File: src/hw/rtl/aws_pkg.sv
package aws_pkg;

   localparam int MAX_WIDTH  = 512;
   localparam int MAX_HEIGHT = 512;
   localparam int XW         = $clog2(MAX_WIDTH);
   localparam int YW         = $clog2(MAX_HEIGHT);
   localparam int BANK_AW    = XW + YW - 2;
   localparam int BANK_DEPTH = 2 ** BANK_AW;
   localparam int DIM_W      = 10;
   localparam int NW         = (XW + 1 > DIM_W) ? XW + 1 : DIM_W;
   localparam int COEF_W     = 32;
   localparam int POS_W      = 16;
   localparam int CH_W       = 16;
   localparam int PROD_W     = POS_W + 1 + COEF_W;
   localparam int SUM_W      = PROD_W + 2;
   localparam int FRAC_W     = 8;
   localparam int Q_W        = SUM_W - FRAC_W;
   localparam int ONE_Q8     = 256;
   localparam int WGT_W      = 16;
   localparam int MUL_W      = CH_W + WGT_W;
   localparam int ACC_W      = MUL_W + 2;
   localparam int ROUND_BIAS = 16384;
   localparam int ROUND_SH   = 15;
   localparam int FIFO_DEPTH = 16;
   localparam int FIFO_AW    = $clog2(FIFO_DEPTH);
   localparam int CNT_W      = FIFO_AW + 1;
   localparam int CSR_IDX_W  = 3;
   localparam int CSR_DATA_W = 32;

   typedef enum logic [CSR_IDX_W-1:0] {
      CSR_SRC_WIDTH,
      CSR_SRC_HEIGHT,
      CSR_COEF_COL_X,
      CSR_COEF_COL_Y,
      CSR_COEF_ROW_X,
      CSR_COEF_ROW_Y,
      CSR_OFFSET_X,
      CSR_OFFSET_Y
   } csr_idx_type;

   typedef enum logic {
      KIND_LOAD   = 1'b0,
      KIND_SAMPLE = 1'b1
   } kind_type;

   typedef struct packed {
      logic [CH_W-1:0] red;
      logic [CH_W-1:0] green;
      logic [CH_W-1:0] blue;
   } pixel_type;

   typedef struct packed {
      logic [DIM_W-1:0]         src_width;
      logic [DIM_W-1:0]         src_height;
      logic signed [COEF_W-1:0] coef_col_x;
      logic signed [COEF_W-1:0] coef_col_y;
      logic signed [COEF_W-1:0] coef_row_x;
      logic signed [COEF_W-1:0] coef_row_y;
      logic signed [COEF_W-1:0] offset_x;
      logic signed [COEF_W-1:0] offset_y;
   } cfg_type;

   typedef struct packed {
      logic               en;
      logic [1:0]         bank;
      logic [BANK_AW-1:0] addr;
      pixel_type          pixel;
   } mem_wr_type;

   typedef struct packed {
      logic              valid;
      logic              hit;
      logic [XW-1:0]     ix;
      logic [YW-1:0]     iy;
      logic [FRAC_W-1:0] fx;
      logic [FRAC_W-1:0] fy;
      logic              step_x;
      logic              step_y;
   } samp_type;

   typedef struct packed {
      logic [CH_W-1:0] red;
      logic [CH_W-1:0] green;
      logic [CH_W-1:0] blue;
      logic            hit;
   } rsp_type;

endpackage

File: src/hw/rtl/aws_fifo.sv
module aws_fifo import aws_pkg::*; (
   input  logic    clock,
   input  logic    reset,
   input  logic    push,
   input  rsp_type push_data,
   output logic    valid,
   input  logic    ready,
   output rsp_type head
);

   rsp_type mem [FIFO_DEPTH];
   logic [FIFO_AW-1:0] wr_ptr_ff, wr_ptr_in, rd_ptr_ff, rd_ptr_in;
   logic [CNT_W-1:0] cnt_ff, cnt_in;
   logic pop;

   always_comb begin
      pop = valid && ready;
      wr_ptr_in = wr_ptr_ff + FIFO_AW'(push);
      rd_ptr_in = rd_ptr_ff + FIFO_AW'(pop);
      cnt_in = cnt_ff + CNT_W'(push) - CNT_W'(pop);
   end

   always_ff @(posedge clock) begin
      if (reset) begin
         wr_ptr_ff <= '0;
         rd_ptr_ff <= '0;
         cnt_ff <= '0;
      end else begin
         wr_ptr_ff <= wr_ptr_in;
         rd_ptr_ff <= rd_ptr_in;
         cnt_ff <= cnt_in;
      end
      if (push) begin
         mem[wr_ptr_ff] <= push_data;
      end
   end

   assign valid = cnt_ff != '0;
   assign head = mem[rd_ptr_ff];

endmodule

File: config.mk
export PLATFORM = sky130hd
export DESIGN_NAME = aws_fifo
export DESIGN_NICKNAME = d
export VERILOG_FILES = /design/src/hw/rtl/aws_pkg.sv /design/src/hw/rtl/aws_fifo.sv
export SDC_FILE = /design/constraint.sdc
export NUM_CORES = 1
export LEC_CHECK = 0
export ABC_AREA = 0
export BUFFER_PORTS_ARGS = -buffer_cell sky130_fd_sc_hd__buf_2
export CAP_MARGIN = 10
export CORE_ASPECT_RATIO = 0.7
export CORE_UTILIZATION = 50
export DETAILED_ROUTE_END_ITERATION = 8
export PLACE_DENSITY = 0.7
export RECOVER_POWER = 50
export SLEW_MARGIN = 20
export SYNTH_ARGS = -nofsm -noshare
export SYNTH_HDL_FRONTEND = slang
export SYNTH_SLANG_ARGS = --single-unit
File: constraint.sdc
create_clock -name clock -period 6.4 [get_ports clock]
set_clock_uncertainty 0.2 [all_clocks]
set_input_delay 1.92 -clock clock [delete_from_list [all_inputs] [get_ports clock]]
set_output_delay 1.92 -clock clock [all_outputs]
set_load 0.05 [all_outputs]
==> results by group <==
Final layout
  – Share of post-route cells with drive strength above 1: 27.17%
  – Register area: 23810 µm²
  – Fillcell total: 4195
  – Nets@finish: 1496
  – Area Overhead vs Synth: 13.05%
  – Final Instance Area: 33940 µm²
  – Multi-input logic area: ~5900 µm²

Floorplanning
  – Die width: roughly 300 µm
  – Die area: between 60000 and 70000 µm²
  – Die height: 207.0 µm
  – I/O pin total: 103
  – Core area: 58790 µm²
  – Row cnt: 74
  – Starting Density: 51.07%

Worst setup path
  – Crit start category: register
  – CP Capture Type: output port
  – Critical path type: reg2out
  – Critical path's largest stage delay: ~0.63 ns
  – CP Data Arrival Time: around 3 ns
  – Req. time, crit path: around 4.3 ns
  – Cell Chain, Critical Path: buf_4 -> mux4_2 -> a22oi_1 -> nand2_1 -> buf_2
  – CP max FO: 28
  – CP max-delay cell: dfxtp_4

Placement
  – Placed Instance Area: about 32000 µm²
  – IO Port Bufs: 102
  – Hpwl dp: 32560 µm
  – RePlAce Congestion: 0.7260

GRT
  – Largest net degree at the start of global routing: slightly below 70
  – Initial antenna violation count: 4
  – GRT Residual Overflow: 0
  – Met3 Usage GRT: ~4.6%
  – Global-route usage over all layers: 21.29%
  – GRT busiest layer: met2
  – First-pass GRT wire length: 93370 µm
  – Met1 Resource Use GR: 30.50%
  – Global-route met2 utilization: between 30% and 40%
  – Vias in the first global route: 14205

Yosys
  – Warnings, synthesis: 0
  – Number of synthesized flops with an enable pin: 784
  – Post-synth top area share: 78.41%
  – Cell taking the most area after synthesis: edfxtp_1
  – Ys async rst share: 0%
  – Register area share after synthesis: 79.28%
  – Post-Synthesis Cells: around 1300
  – Distinct cell type count after synthesis: 28
  – Most common flop cell mapped by yosys: edfxtp_1
  – Avg Cell Area, Syn: 23.40 µm²
  – Area contributors post-synth: edfxtp_1 (78%), mux4_2 (15%), a22oi_1 (2.5%)
  – Post-Syn Nets: 1347
  – Synth Cell Area: 30030 µm²
  – #FFs+latches synth: 797

Timing
  – Final Cycle Share: approximately 81%
  – Total negative slack: 0 ns
  – Slew Limit Headroom: 5.056%
  – Worst Max-Slew Pin Slew: 1.424 ns
  – Final hold vios: 0
  – RSZ-0062 raised after global routing: false
  – Fin. max-slew vios: 0
  – Post-layout min period: 5.173 ns
  – # setup viols final: 0
  – Hold WS: 0.3886 ns
  – Fmax: 193.3 MHz

Clock tree
  – Total CTS buffers: 73
  – Setup Buffers After CTS: 0
  – Sink Count: 797
  – CTS Hold Buffers Added: 0
  – Clock root buffer: clkbuf_16
  – Clock latency on the worst-skew pair: between 0.6 and 0.7 ns
  – Number of gates resized after CTS: 0
  – Clock buffer depth: 3
  – Clock slew at reported path FFs: 0.07 ns
  – CTS tree: yes
  – Htree depth: 3

Run status
  – Run status: completed

Worst hold path
  – Hold crit path type: reg2reg

Power
  – Maximum VDD drop: roughly 0.00023 V
  – Pwr/cell area: roughly 360 nW/µm²
  – Pleak: 10.42 nW

Drt
  – WL final: 63330 µm
  – Drt initial violations: 1568
  – Drt pass-1 iters: 5
  – Vias: between 10000 and 15000
  – DR WL/cell: 27.73 µm
  – Via/cell ratio: 6.032
  – Detailed-route DRC error count: 0
  – Routed Antenna Nets: 0

Job
  – Number of max-cap violations: 0
## layer usage
metal,part of all wire [%],vias up
met5,0.068,-
li1,-,5782
met2,49,507
met3,7.5,93
met4,1.7,6
met1,42,7390
## stage by stage
stage	util (%)	setup WS, ns	std cells	total power, mW
after floorplan	-	0.2809	1283	7.857
after global placement	53.99	1.842	2154	8.322
after detailed placement	53.99	1.791	2154	8.351
final	57.73	1.227	2284	12.35
after global routing	57.72	0.9607	2282	12.80
after CTS	57.81	1.077	2280	12.49
## worst paths after layout
path                       end  cells after the start          from  slack (ns)
setup / recovery      head[15]                      5  rd_ptr_ff[0]        1.23
setup reg to reg   mem[13][44]                      3  wr_ptr_ff[2]        3.08
hold / removal    wr_ptr_ff[3]                      2  wr_ptr_ff[3]        0.39
hold reg to reg   wr_ptr_ff[3]                      2  wr_ptr_ff[3]        0.39
## registers in the layout, summed over array words and instances, names as in the netlist
signal,count
wr_ptr_ff,4
mem,784
cnt_ff,5
rd_ptr_ff,4
## power by group
part           internal [mW]  leakage, nW  switching [mW]  total (mW)
logic                  0.987         2.13            1.31        2.30
clock network           2.32         1.10            1.84        4.15
registers               5.82         7.19          0.0777        5.90
total                   9.12         10.4            3.23        12.4
## cell usage after synthesis (all sizes together), types with 5 or more instances
cell type / n
a22oi: 98
buf: 39
clkbuf: 28
dfxtp: 13
edfxtp: 784
ha: 10
inv: 8
mux4: 196
nand2: 50
nor2: 19
nor2b: 8
nor3: 5
## placed cells by master, fill, tap and decap left out, types with 8 or more instances in the layout
cell type	Yosys	final
edfxtp_1	784	784
nor2_4	0	12
buf_12	0	14
clkbuf_16	0	75
clkinv_1	0	14
buf_4	4	22
clkbuf_1	28	68
mux4_2	196	196
a22oi_1	98	98
dfxtp_1	13	11
buf_2	22	52
clkinv_2	0	10
inv_1	8	8
nand2_1	50	50
ha_1	10	10
## kinds of logic (layout without fill, tap and decap cells)
logic type | after synthesis | after routing | synth area share, %
AO/OA/AOI/OAI | 102 | 102 | 2.534
XOR/XNOR | 6 | 6 | 0.1751
adder cells (fa/ha/maj) | 11 | 11 | 0.4834
buffers and inverters | 75 | 275 | 1.404
flip-flops | 797 | 797 | 79.28
multiplexers | 196 | 196 | 14.70
other | 0 | 3 | 0
AND/OR/NAND/NOR | 96 | 96 | 1.425
## area by class of cell
class | count | area share (%)
clock inverters | 35 | 0.9105
diodes | 3 | 0.02212
well taps | 798 | 2.942
multi-input cells | 411 | 17.45
flip-flops and latches | 797 | 70.15
inverters | 8 | 0.08847
repair buffers | 141 | 2.735
clock buffers | 91 | 5.706
## worst max-delay path, delay by kind of cell, from the launching register on
kind / cells / cell delay [ns]
AOI/OAI and AO/OA: 1 / 0.24
buffers and inverters: 2 / 0.80
DFF: 1 / 0.63
muxes: 1 / 0.59
and+or+nand+nor: 1 / 0.16
No activity file was read; power rests on OpenSTA's default activity.
